===== config.mk =====
export PLATFORM = sky130hd
export DESIGN_NAME = preemptive_priority_scheduler
export DESIGN_NICKNAME = d
export VERILOG_FILES = /design/src/rtl/core/pps_pkg.sv /design/src/rtl/core/preemptive_priority_scheduler.sv /design/src/rtl/core/pps_select.sv
export SDC_FILE = /design/constraint.sdc
export NUM_CORES = 1
export LEC_CHECK = 0
export ABC_AREA = 1
export BUFFER_PORTS_ARGS = -buffer_cell sky130_fd_sc_hd__buf_2
export CORE_AREA = 3 3 414 293
export CTS_CLUSTER_SIZE = 25
export DETAILED_ROUTE_END_ITERATION = 8
export DIE_AREA = 0 0 417 296
export GPL_ROUTABILITY_DRIVEN = 0
export HOLD_SLACK_MARGIN = 0.06
export SLEW_MARGIN = 10
export SYNTH_ARGS = -nofsm -noshare
export SYNTH_HDL_FRONTEND = slang
export SYNTH_SLANG_ARGS = --single-unit

===== constraint.sdc =====
create_clock -name clk -period 9.35 [get_ports clk]
set_clock_uncertainty 0.2 [all_clocks]
set_input_delay 0.935 -clock clk [delete_from_list [all_inputs] [get_ports clk]]
set_output_delay 0.935 -clock clk [all_outputs]
set_load 0.02 [all_outputs]

===== src/rtl/core/pps_pkg.sv =====
// Shared constants, beat types and the slot table entry for the priority scheduler.
package pps_pkg;

  localparam int MAX_PROCS = 8;
  localparam int TIME_BITS = 16;
  localparam int IDX_BITS  = (MAX_PROCS > 1) ? $clog2(MAX_PROCS) : 1;
  localparam int SLOT_W    = 3;
  localparam int FIELD_W   = 16;
  localparam int PRIO_W    = 8;
  localparam int CMP_BITS  = (TIME_BITS > FIELD_W) ? TIME_BITS : FIELD_W;

  typedef enum logic {
    OP_LOAD = 1'b0,
    OP_TICK = 1'b1
  } op_t;

  typedef struct packed {
    op_t                 operation;
    logic [SLOT_W-1:0]   slot;
    logic [FIELD_W-1:0]  arrival_time;
    logic [FIELD_W-1:0]  burst_length;
    logic [PRIO_W-1:0]   priority_level;
  } cmd_t;

  typedef struct packed {
    logic                idle;
    logic [SLOT_W-1:0]   chosen_slot;
    logic                finished;
    logic [FIELD_W-1:0]  completion_time;
    logic [FIELD_W-1:0]  turnaround_time;
    logic [FIELD_W-1:0]  waiting_time;
    logic                all_done;
  } res_t;

  typedef struct packed {
    logic [TIME_BITS-1:0] arrival;
    logic [FIELD_W-1:0]   remaining;
    logic [FIELD_W-1:0]   burst;
    logic [PRIO_W-1:0]    prio;
  } entry_t;

  // read beat coming back from the slot table
  typedef struct packed {
    logic                vld;
    logic [IDX_BITS-1:0] idx;
  } scan_t;

endpackage


===== src/rtl/core/preemptive_priority_scheduler.sv =====
// Preemptive priority scheduler: slot table in a synchronous memory, scanned once per tick.
//
//   channel | valid     | stall     | payload | beat
//   command | cmd_valid | cmd_stall | cmd     | load one slot, or advance one tick
//   result  | res_valid | res_stall | res     | one per tick, none per load
//
// A load writes its slot as soon as it is accepted. On a tick the single
// read port of the slot table walks every slot, one read a cycle with the read data
// registered, then the calc step writes the chosen slot back and the emit step moves the result out.
// Reset clears the loaded and finished masks and the time; table contents need none.
// A stalled result does not block further loads; the next tick waits in the last step.
module preemptive_priority_scheduler import pps_pkg::*; (
  input  logic clk,
  input  logic rst,
  input  logic cmd_valid,
  output logic cmd_stall,
  input  cmd_t cmd,
  output logic res_valid,
  input  logic res_stall,
  output res_t res
);

  typedef enum logic [1:0] {
    ST_IDLE,
    ST_SCAN,
    ST_CALC,
    ST_EMIT
  } state_t;

  localparam logic [IDX_BITS-1:0] LAST_IDX = IDX_BITS'(MAX_PROCS - 1);

  state_t                 state;
  entry_t                 mem [MAX_PROCS];
  entry_t                 rd_data;
  logic                   rd_en;
  logic [IDX_BITS-1:0]    rd_addr;
  scan_t                  rd_beat;
  logic                   wr_en;
  logic [IDX_BITS-1:0]    wr_addr;
  entry_t                 wr_data;
  logic [MAX_PROCS-1:0]   loaded_mask;
  logic [MAX_PROCS-1:0]   done_mask;
  logic [TIME_BITS-1:0]   cur_time;
  logic                   found;
  logic [IDX_BITS-1:0]    best_idx;
  entry_t                 best;
  logic                   r_idle;
  logic [SLOT_W-1:0]      r_slot;
  logic                   r_fin;
  logic [TIME_BITS-1:0]   r_comp;
  logic [TIME_BITS-1:0]   r_turn;

  logic                   cmd_acc;
  logic                   tick_start;
  logic                   load_ok;
  logic [IDX_BITS-1:0]    ld_idx;
  logic [FIELD_W-1:0]     rem_dec;
  logic [TIME_BITS-1:0]   time_inc;
  logic [TIME_BITS-1:0]   turn_calc;
  logic [CMP_BITS-1:0]    wait_calc;

  assign cmd_stall  = (state != ST_IDLE);
  assign cmd_acc    = cmd_valid && !cmd_stall;
  assign tick_start = cmd_acc && (cmd.operation == OP_TICK);
  assign load_ok    = (int'(cmd.slot) < MAX_PROCS);
  assign ld_idx     = IDX_BITS'(cmd.slot);
  assign rem_dec    = best.remaining - FIELD_W'(1);
  assign time_inc   = (cur_time == '1) ? cur_time : cur_time + TIME_BITS'(1);
  assign turn_calc  = time_inc - best.arrival;

  // waiting time floors at zero
  always_comb begin
    if (CMP_BITS'(r_turn) > CMP_BITS'(best.burst)) begin
      wait_calc = CMP_BITS'(r_turn) - CMP_BITS'(best.burst);
    end else begin
      wait_calc = '0;
    end
  end

  always_comb begin
    wr_en             = 1'b0;
    wr_addr           = best_idx;
    wr_data           = best;
    wr_data.remaining = rem_dec;
    if (cmd_acc && (cmd.operation == OP_LOAD) && load_ok) begin
      wr_en   = 1'b1;
      wr_addr = ld_idx;
      wr_data = '{arrival:   TIME_BITS'(cmd.arrival_time),
                  remaining: cmd.burst_length,
                  burst:     cmd.burst_length,
                  prio:      cmd.priority_level};
    end else if ((state == ST_CALC) && found) begin
      wr_en = 1'b1;
    end
  end

  // slot table: one write port, one registered read port
  always_ff @(posedge clk) begin
    if (wr_en) begin
      mem[wr_addr] <= wr_data;
    end
    if (rd_en) begin
      rd_data <= mem[rd_addr];
    end
  end

  always_ff @(posedge clk) begin
    if (rst) begin
      rd_beat.vld <= 1'b0;
    end else begin
      rd_beat.vld <= rd_en;
    end
    rd_beat.idx <= rd_addr;
  end

  pps_select u_select (
    .clk         (clk),
    .rst         (rst),
    .start       (tick_start),
    .rd_beat     (rd_beat),
    .rd_data     (rd_data),
    .loaded_mask (loaded_mask),
    .done_mask   (done_mask),
    .cur_time    (cur_time),
    .found       (found),
    .best_idx    (best_idx),
    .best        (best)
  );

  always_ff @(posedge clk) begin
    if (rst) begin
      state       <= ST_IDLE;
      rd_en       <= 1'b0;
      rd_addr     <= '0;
      loaded_mask <= '0;
      done_mask   <= '0;
      cur_time    <= '0;
      res_valid   <= 1'b0;
    end else begin
      // the emit step decides valid itself
      if (res_valid && !res_stall && (state != ST_EMIT)) begin
        res_valid <= 1'b0;
      end
      unique case (state)
        ST_IDLE: begin
          if (cmd_acc) begin
            if (cmd.operation == OP_LOAD) begin
              // reload restarts the slot; zero burst loads as already finished
              if (load_ok) begin
                loaded_mask[ld_idx] <= 1'b1;
                done_mask[ld_idx]   <= (cmd.burst_length == '0);
              end
            end else begin
              rd_addr <= '0;
              rd_en   <= 1'b1;
              state   <= ST_SCAN;
            end
          end
        end
        ST_SCAN: begin
          if (rd_en) begin
            if (rd_addr == LAST_IDX) begin
              rd_en <= 1'b0;
            end else begin
              rd_addr <= rd_addr + IDX_BITS'(1);
            end
          end
          if (rd_beat.vld && (rd_beat.idx == LAST_IDX)) begin
            state <= ST_CALC;
          end
        end
        ST_CALC: begin
          r_idle <= !found;
          r_slot <= found ? SLOT_W'(best_idx) : '0;
          if (found && (rem_dec == '0)) begin
            done_mask[best_idx] <= 1'b1;
            r_fin  <= 1'b1;
            r_comp <= time_inc;
            r_turn <= turn_calc;
          end else begin
            r_fin  <= 1'b0;
            r_comp <= '0;
            r_turn <= '0;
          end
          cur_time <= time_inc;
          state    <= ST_EMIT;
        end
        ST_EMIT: begin
          if (!res_valid || !res_stall) begin
            res_valid           <= 1'b1;
            res.idle            <= r_idle;
            res.chosen_slot     <= r_slot;
            res.finished        <= r_fin;
            res.completion_time <= FIELD_W'(r_comp);
            res.turnaround_time <= FIELD_W'(r_turn);
            res.waiting_time    <= r_fin ? FIELD_W'(wait_calc) : '0;
            res.all_done        <= ((loaded_mask & ~done_mask) == '0);
            state               <= ST_IDLE;
          end
        end
        default: begin
          state <= ST_IDLE;
        end
      endcase
    end
  end

`ifndef SYNTHESIS
  a_done_loaded: assert property (@(posedge clk) disable iff (rst)
    (done_mask & ~loaded_mask) == '0)
    else $error("finished slot not loaded");

  a_pick_ready: assert property (@(posedge clk) disable iff (rst)
    (state == ST_CALC) && found |->
      loaded_mask[best_idx] && !done_mask[best_idx] && (best.arrival <= cur_time))
    else $error("chosen slot was not ready");

  a_time_mono: assert property (@(posedge clk) disable iff (rst)
    !rst |=> cur_time >= $past(cur_time))
    else $error("time went backwards");

  a_idle_fin: assert property (@(posedge clk) disable iff (rst)
    res_valid |-> !(res.idle && res.finished))
    else $error("idle tick reported a completion");
`endif

endmodule


===== src/rtl/core/pps_select.sv =====
// Running best-candidate tracker fed by the slot table read beats.
module pps_select import pps_pkg::*; (
  input  logic                  clk,
  input  logic                  rst,
  input  logic                  start,
  input  scan_t                 rd_beat,
  input  entry_t                rd_data,
  input  logic [MAX_PROCS-1:0]  loaded_mask,
  input  logic [MAX_PROCS-1:0]  done_mask,
  input  logic [TIME_BITS-1:0]  cur_time,
  output logic                  found,
  output logic [IDX_BITS-1:0]   best_idx,
  output entry_t                best
);

  logic take;

  // strict less-than keeps the lower index on equal priority
  always_comb begin
    take = rd_beat.vld && loaded_mask[rd_beat.idx] && !done_mask[rd_beat.idx] &&
           (rd_data.arrival <= cur_time) && (!found || (rd_data.prio < best.prio));
  end

  always_ff @(posedge clk) begin
    if (rst) begin
      found <= 1'b0;
    end else if (start) begin
      found <= 1'b0;
    end else if (take) begin
      found <= 1'b1;
    end
    if (take) begin
      best_idx <= rd_beat.idx;
      best     <= rd_data;
    end
  end

endmodule


* After elaboration in Yosys (flattened, before gate mapping)
Memory sizes are Yosys's and may differ from the RTL's. A register that Yosys moved wholly into a read port is not among the register bits.
Cells that the tools add are included.
** Operators by class
- Eq/ne operators :: 15
- Reductions and logical operators :: 37
- Magnitude comparators :: 8
- Divide/modulo/power cells :: 0
- Bitwise gates (word level) :: 6
- Mux-type cells :: 39
- Multiply operators :: 0
- Add/subtract/negate cells :: 5
- Shift operators :: 0
** Operators by type and width (count)
- 56-bit two-way mux :: 1
- 16-bit logical NOT :: 2
- 16-bit subtractor :: 2
- 8-bit two-way mux :: 3
- 16-bit by 1-bit adder with 16-bit output (second input constant) :: 1
- 16-bit equality test (second input constant) :: 1
- 16-bit > comparator :: 1
- 16-bit <= comparator :: 1
- 1-bit two-way mux :: 16
- 16-bit two-way mux :: 1
- 2-bit inequality test (second input constant) :: 8
- 8-bit OR :: 2
- 8-bit one-hot mux with 2 select lines :: 1
- 16-bit by 1-bit subtractor with 16-bit output (second input constant) :: 1
- 3-bit two-way mux :: 5
- 1-bit logical AND :: 14
- 3-bit by 4-bit less-than comparator with 1-bit output (second input constant) :: 3
- 3-bit AND reduction :: 3
- 8-bit AND :: 1
- 8-bit bitwise mux :: 1
- 8-bit logical NOT :: 1
- 8-bit less-than comparator :: 1
- 2-bit two-way mux :: 4
- 8-bit inverter :: 1
- other kinds (20) :: 35
** Storage, ports and cells
- Flip-flop bits (word level) :: 194
- ROM bits :: 0
- Logic and storage cells :: 138
- Memories :: 1
- Latch bits :: 0
- RAM bits :: 448
- Bits of input ports :: 48
** Memories
- mem :: words 8, width 56, rd ports 1, clocked after Yosys merged registers in 1, wr ports 1, RTL line preemptive_priority_scheduler.sv:33 : entry_t mem [MAX_PROCS];

* Longest topological paths before layout
Gate-level depths: netlist of the first run.
- Depth in word-level cells :: 8
- Gate-level depth with buffers :: 21
- Gate-level depth less buffers :: 21

* By module
Synthesis of the first run repeated with hierarchy kept, for this count alone.
** Unflattened totals
- Cells, all modules :: 2550
- Area total of the unflattened synthesis :: 29522.1 sq um
** By module, submodules not included
- preemptive_priority_scheduler :: instances 1, seq. area each 18728.0 sq um, cells an instance 2356, area each 26944.6 sq um
- pps_select :: instances 1, seq. area each 1791.7 sq um, cells an instance 194, area each 2577.5 sq um

* Worst setup path after synthesis of the first run
OpenSTA, ideal clock, no wires.
- Path type :: in2reg
- From :: input rst
- To :: register res[0] in the netlist's numbering (enable)
- Required time :: 8618 ps
- Stages :: 3
- Path slack :: 3554 ps
- Data arrival time :: 5064 ps
- Path through :: clkbuf_1 buf_1 nor3_1
** On the way
- Cells in the longest elaborated chain, start to end :: 2
** RTL lines
- from (decl) :: RTL line preemptive_priority_scheduler.sv:14 : input logic rst,
- 1-bit inverter (no source line)
- 3-bit AND reduction (no source line)
- to (decl) :: RTL line preemptive_priority_scheduler.sv:20 : output res_t res
No other way between the ends.
A chain may end at the register's enable or synchronous reset.

* Worst setup path in the final report of the first run
- From :: register state[0]
- To :: memory mem[5][1] in the netlist's numbering (enable)
** On the way
- Cells in the longest elaborated chain, start to end :: 7
- Elaborated cells on any way between the ends :: 11
** RTL lines
- from (decl) :: RTL line preemptive_priority_scheduler.sv:32 : state_t state;
- from (signal assigned) :: RTL line preemptive_priority_scheduler.sv:132 : state <= ST_IDLE;
- from (signal assigned) :: RTL line preemptive_priority_scheduler.sv:156 : state <= ST_SCAN;
- from (signal assigned) :: RTL line preemptive_priority_scheduler.sv:169 : state <= ST_CALC;
- 2-bit nonzero test :: RTL line preemptive_priority_scheduler.sv:62 : assign cmd_stall = (state != ST_IDLE);
- 1-bit logical NOT :: RTL line preemptive_priority_scheduler.sv:63 : assign cmd_acc = cmd_valid && !cmd_stall;
- 1-bit logical AND :: RTL line preemptive_priority_scheduler.sv:63
- 1-bit logical AND :: RTL line preemptive_priority_scheduler.sv:85 : if (cmd_acc && (cmd.operation == OP_LOAD) && load_ok) begin
- 1-bit two-way mux :: RTL line preemptive_priority_scheduler.sv:85
- 1-bit two-way mux :: RTL line preemptive_priority_scheduler.sv:99 : if (wr_en) begin
- 1-bit two-way mux (implied by the code) :: RTL line preemptive_priority_scheduler.sv:100 : mem[wr_addr] <= wr_data;
- to (decl) :: RTL line preemptive_priority_scheduler.sv:33
Several ways; a longest one is shown, not always the timed one.

==> results of run 1 <==
-- final cells by class --
class	count	area (um^2)	area share (%)
sequential	698	20500	60.9
inverter	174	662	1.96
timing repair buffer	123	666	1.97
multi-input combinational	1520	7790	23.1
tap	1551	1940	5.76
clock buffer	85	1800	5.33
antenna	1	2.50	0.00742
clock inverter	36	310	0.921
-- worst max-delay path: stages, from the launching register on --
cell and delay, ns:
dfxtp_1 0.34, inv_1 0.09, ha_1 0.30, inv_2 0.09, nor3_4 0.16, buf_4 0.51
inv_2 0.35, o21ai_0 0.43, nand2_1 0.22, nor2_4 0.54, buf_4 0.67
-- logic make-up (layout without fill, tap and decap cells) --
kind of cell / Yosys count / after routing / share of synthesized area (%)
AND/OR/NAND/NOR: 874 / 874 / 12.3
flip-flops: 698 / 698 / 69.9
AO/OA/AOI/OAI: 555 / 555 / 10.3
buffers and inverters: 287 / 418 / 3.81
adder cells (fa/ha/maj): 65 / 65 / 2.82
XOR/XNOR: 26 / 26 / 0.776
other: 0 / 1 / 0
-- sequential cells by signal, summed over array words and instances (netlist names), 2 cells and up --
name / flops
mem: 448
rd_data: 56
u_select.best: 56
res: 54
cur_time: 16
r_comp: 16
r_turn: 16
done_mask: 8
loaded_mask: 8
rd_beat: 4
r_slot: 3
rd_addr: 3
u_select.best_idx: 3
state: 2
-- power by group through the flow --
stage / combinational (mW) / clock [mW] / sequential [mW]
4_1_cts: 1.48 / 2.72 / 4.00
3_3_place_gp: 1.45 / 0 / 4.06
5_1_grt: 1.68 / 2.84 / 4.02
2_1_floorplan: 1.06 / 0 / 3.96
6_report: 1.48 / 2.66 / 4.00
3_5_place_dp: 1.47 / 0 / 4.07
-- path summary, 6_finish.rpt --
kind	endpoint	slack, ns	depth (start not counted)
max	mem[5][1]	4.99	10
min	u_select.best[9]	0.21	0
max reg2reg	mem[5][1]	4.99	10
min reg2reg	u_select.best[9]	0.21	0
-- synth_stat cells (5+ instances only) --
master,instances
edfxtp_1,654
nor2_1,505
o21ai_0,309
nand2_1,236
inv_1,169
clkbuf_1,89
a21oi_1,88
ha_1,63
a31oi_1,61
o22ai_1,57
dfxtp_1,44
nand3_1,35
nor3_1,28
xor2_1,19
nand4_1,18
or2_2,14
buf_2,12
buf_1,8
nor2_2,8
o31ai_1,8
nand3b_1,7
xnor2_1,7
a21o_1,5
inv_2,5
nand2_2,5
nor2_4,5
o211ai_1,5
-- metrics by stage --
stage          instances  hold slack, ns
2_1_floorplan       2505           0.152
3_3_place_gp        4066           0.201
3_5_place_dp        4066           0.206
4_1_cts             4187           0.217
5_1_grt             4188           0.223
6_report            4188           0.213
-- layer usage --
layer | vias to the layer above | track usage, % | part of all wire (%) | wire length [um]
li1 | 9049 | - | - | -
met1 | 9204 | 17.5 | 46 | 35500
met2 | 629 | 19.1 | 45 | 34700
met3 | 119 | 2.41 | 6.7 | 5140
met4 | 2 | 3.41 | 2.5 | 1910
met5 | - | 0 | 0.017 | 13
==> impl_metrics.toml, run 1 <==
[run_status]
status = "complete, no violations"

[grt]
first_global_vias = 18079
antenna_found_initial = 2
grt_pass1_wl_um = 116000
grt_max_degree = 120
grt-ovfl-total = 0
grt.total_usage_pct = 12.3

[synth]
ys_seq_area_share_pct = 69.9
synthArstFlopShare_pct = 0
synth.distinct_cells = 51
yosys.area.top_type = "edfxtp_1"
syn_avg_cell_area_um2 = 11.7
syn_nets = 2618
synth_area_um2 = 29300
synth-seq-cells = 698
synth_edf_count = 654
synthTopCellsByArea = "edfxtp_1 67%, nor2_1 6.5%, o21ai_0 5.3%, nand2_1 3.0%, dfxtp_1 3.0%"
syn_inst = 2505
ys_warn_count = 0
yosysTopAreaCellShare_pct = 66.9
synthFlopType = "edfxtp_1"

[floorplan]
initial_utilization_pct = 25.0
num_io_pins = 104
core_area_um2 = 117000
std_cell_rows = 105
dieArea_um2 = 123000
die_w_um = 417
die_h_um = 296

[pwr]
p_sw_share_pct = 30.0
cellPowerDensity_nw_per_um2 = 241
clock_power_share_pct = 32.6
peakVddDrop_mv = 0.144
p_switching_mw = 2.44
power_leakage_nw = 11.8
power_frac_comb_pct = 18.2
p_total_mw = 8.14
p_int_mw = 5.70
seqPwrFrac_pct = 49.1

[clock_network]
h-tree-depth = 3
cts_max_path_buffers = 3
clock-sinks = 698
path_clk_slew_ns = 0.06
root_buffer = "clkbuf_16"
cts_buffers = 67
post-cts-setup-buffers = 0
ctsHoldBuffers = 0
cts_tree = "done"
cts.repair.resized = 0
insertion_delay_ns = 0.61

[cells_and_area]
syn_to_final_growth_pct = 14.9
nets = 2697
post_route_cells_drive_above_1_share_pct = 10.7
fillerInstances = 11942
stdcell_area_um2 = 33700
fin_util_pct = 28.7
mostFrequentLayoutCell = "edfxtp_1"
mostFrequentLayoutCells = "654 x edfxtp_1, 495 x nor2_1, 309 x o21ai_0, 236 x nand2_1, 167 x inv_1"

[sta]
tightest_slew_ns = 1.12
fin_crit_ns = 4.36
hold_viol_final = 0
report.final.slew_viol_count = 0
rsz0062_at_grt = "false"
tns_ns = 0
fin_ws_ns = 4.99
slew_headroom_pct = 25.2
timing.final.crit_share_pct = 46.7
setup_viol = 0
clock.fmax_mhz = 229

[placed_design]
port_buffers = 103
place_area_um2 = 31600
dp_slack_ns = 4.69
dp_hpwl_um = 47100

[critical_path]
crit_fanout = 49
cp.required_ns = 9.39
cp-start-kind = "flip-flop"
crit_start = "state[0]"
end_kind = "flip-flop"
crit_type = "flip-flop to flip-flop"
crit_arrival_ns = 4.40
rr_startpoint = "state[0]"

[route]
post_drt_via_cell_ratio = 4.54
dr.pass1.iters = 6
totalWireLength_um = 77300
vias = 19003
wire_per_inst_um = 18.5
drtAntennaViolNets = 0
drt_iter0_markers = 1875
post-route-drc-count = 0

[flow_run]
maxCapViolations = 0

[worst_hold_path]
hp-start = "rd_data[9]"
hp-class = "flip-flop to flip-flop"
(Power assumes the default switching activity.)
==> run 2, diff against run 1 <==
- clock period: 9.35 -> 3.9 ns (I/O delays scaled with it)
==> run 2 against run 1 <==
Net effect: utilization grew 0.64 points; combinational power rose to 2.6 times the previous value; critical path depth rose by 6; cell count is 1.1% higher; sequential share of layout area fell by 1.3 points; total power grew 150%; die area is the same; hold slack got worse by 0.089 ns; register-to-register slack got worse by 4.7 ns; critical endpoint is now r_turn[10]; largest power group unchanged; highest routed layer is now met4.
==> impl_metrics.toml, run 2 (synthesis results as in run 1) <==
[cells_and_area]
mostFrequentLayoutCells = "654 x edfxtp_1, 495 x nor2_1, 308 x o21ai_0, 236 x nand2_1, 167 x inv_1"
fin_util_pct = 29.4
top_regs = "mem x448, rd_data x56, u_select.best x56"
nets = 2738
syn_to_final_growth_pct = 17.4
largest_reg_flops = 448
top_register = "mem"
stdcell_area_um2 = 34500
fillerInstances = 11902
mostFrequentLayoutCell = "edfxtp_1"
instances_no_fill = 4234
post_route_cells_drive_above_1_share_pct = 11.9

[clock_network]
root_buffer = "clkbuf_16"
h-tree-depth = 3
cts_max_path_buffers = 3
cts_tree = "done"
path_clk_slew_ns = 0.07
cts_buffers = 70
insertion_delay_ns = 0.63
clock-sinks = 698

[sta]
fin_hold_ws_ns = 0.124
fin_ws_ns = 0.283
fin_crit_ns = 3.62
timing.final.crit_share_pct = 92.8
clock.fmax_mhz = 276
slew_headroom_pct = 31.2
tightest_slew_ns = 1.02
report.final.slew_viol_count = 0
tns_ns = 0
rsz0062_at_grt = "false"
hold_viol_final = 0
setup_viol = 0

[grt]
grt_max_degree = 177
grt_pass1_wl_um = 116000
first_global_vias = 18181
grt-ovfl-total = 0
grt.total_usage_pct = 12.3
antenna_found_initial = 4

[worst_hold_path]
hp-class = "input port to flip-flop"

[placed_design]
dp_hpwl_um = 48400
placed_cells = 4097
place_area_um2 = 32100
port_buffers = 103
dp_slack_ns = 0.284

[critical_path]
crit_fanout = 6
crit_arrival_ns = 3.77
crit_type = "flip-flop to flip-flop"
cp-start-kind = "flip-flop"
end_kind = "flip-flop"
cp.required_ns = 4.05

[floorplan]
die_h_um = 296
core_area_um2 = 117000
die_w_um = 417
initial_utilization_pct = 25.0
dieArea_um2 = 123000
std_cell_rows = 105
num_io_pins = 104

[pwr]
clock_power_share_pct = 33.6
power_leakage_nw = 12.1
p_total_mw = 20.0
peakVddDrop_mv = 0.411
seqPwrFrac_pct = 47.0
p_int_mw = 14.1
p_switching_mw = 5.92
power_frac_comb_pct = 19.4
p_sw_share_pct = 29.6
cellPowerDensity_nw_per_um2 = 581

[route]
drtAntennaViolNets = 0
wire_per_inst_um = 18.3
post-route-drc-count = 0
drt_iter0_markers = 2240
totalWireLength_um = 77400
post_drt_via_cell_ratio = 4.55
vias = 19265
dr.pass1.iters = 6

[run_status]
status = "complete, no violations"

[flow_run]
maxCapViolations = 0
[run 2: worst paths after layout]
| path | start | end | slack, ns | cells past startpoint |
|---|---|---|---|---|
| setup / recovery | cur_time[4] | r_turn[10] | 0.28 | 16 |
| hold / removal | cmd[24] | mem[6][40] | 0.12 | 3 |
| setup reg to reg | cur_time[4] | r_turn[10] | 0.28 | 16 |
| hold reg to reg | rd_data[28] | u_select.best[28] | 0.21 | 0 |
[run 2: power by group through the flow]
stage               Combinational [mW]  Clock, mW  Sequential (mW)
global placement                  3.78          0             9.55
CTS                               3.85       6.88             9.41
global route                      4.34       7.19             9.45
finish                            3.87       6.73             9.40
floorplan                         2.54          0             9.50
detailed placement                3.83          0             9.56
[run 2: metal layers]
metal | track usage (%) | wire length, um | vias up
met3 | 2.05 | 4670 | 85
met2 | 19.3 | 35200 | 592
met1 | 17.9 | 36300 | 9449
met4 | 2.43 | 1250 | 0
li1 | - | - | 9139
met5 | 0 | 0 | -
[run 2: critical path, stage by stage (launching register included)]
cell and delay, ns:
dfxtp_1 0.39, inv_1 0.12, nor4_2 0.35, nand2_1 0.18, nor2_4 0.23, xor2_2 0.22
ha_1 0.17, inv_1 0.06, fa_1 0.44, nand3_1 0.11, nand2_1 0.09, a21oi_1 0.21
nor2_1 0.08, nor3_1 0.21, nor2_1 0.09, xnor2_1 0.13, nor2_1 0.05
[run 2: timing repair]
action	in CTS	in global routing
buffers inserted	0	0
hold buffers	7	0
resized for setup	0	5
hold endpoints to repair	14	0
setup endpoints to repair	0	7
[run 2: final cells by class]
type,instances,area (um^2),area share [%]
Multi-Input combinational cell,1520,7810,22.7
Timing Repair Buffer,161,1240,3.61
Sequential cell,698,20500,59.6
Clock buffer,85,1850,5.37
Tap cell,1551,1940,5.63
Clock inverter,42,409,1.19
Inverter,174,662,1.92
Antenna cell,3,7.51,0.0218
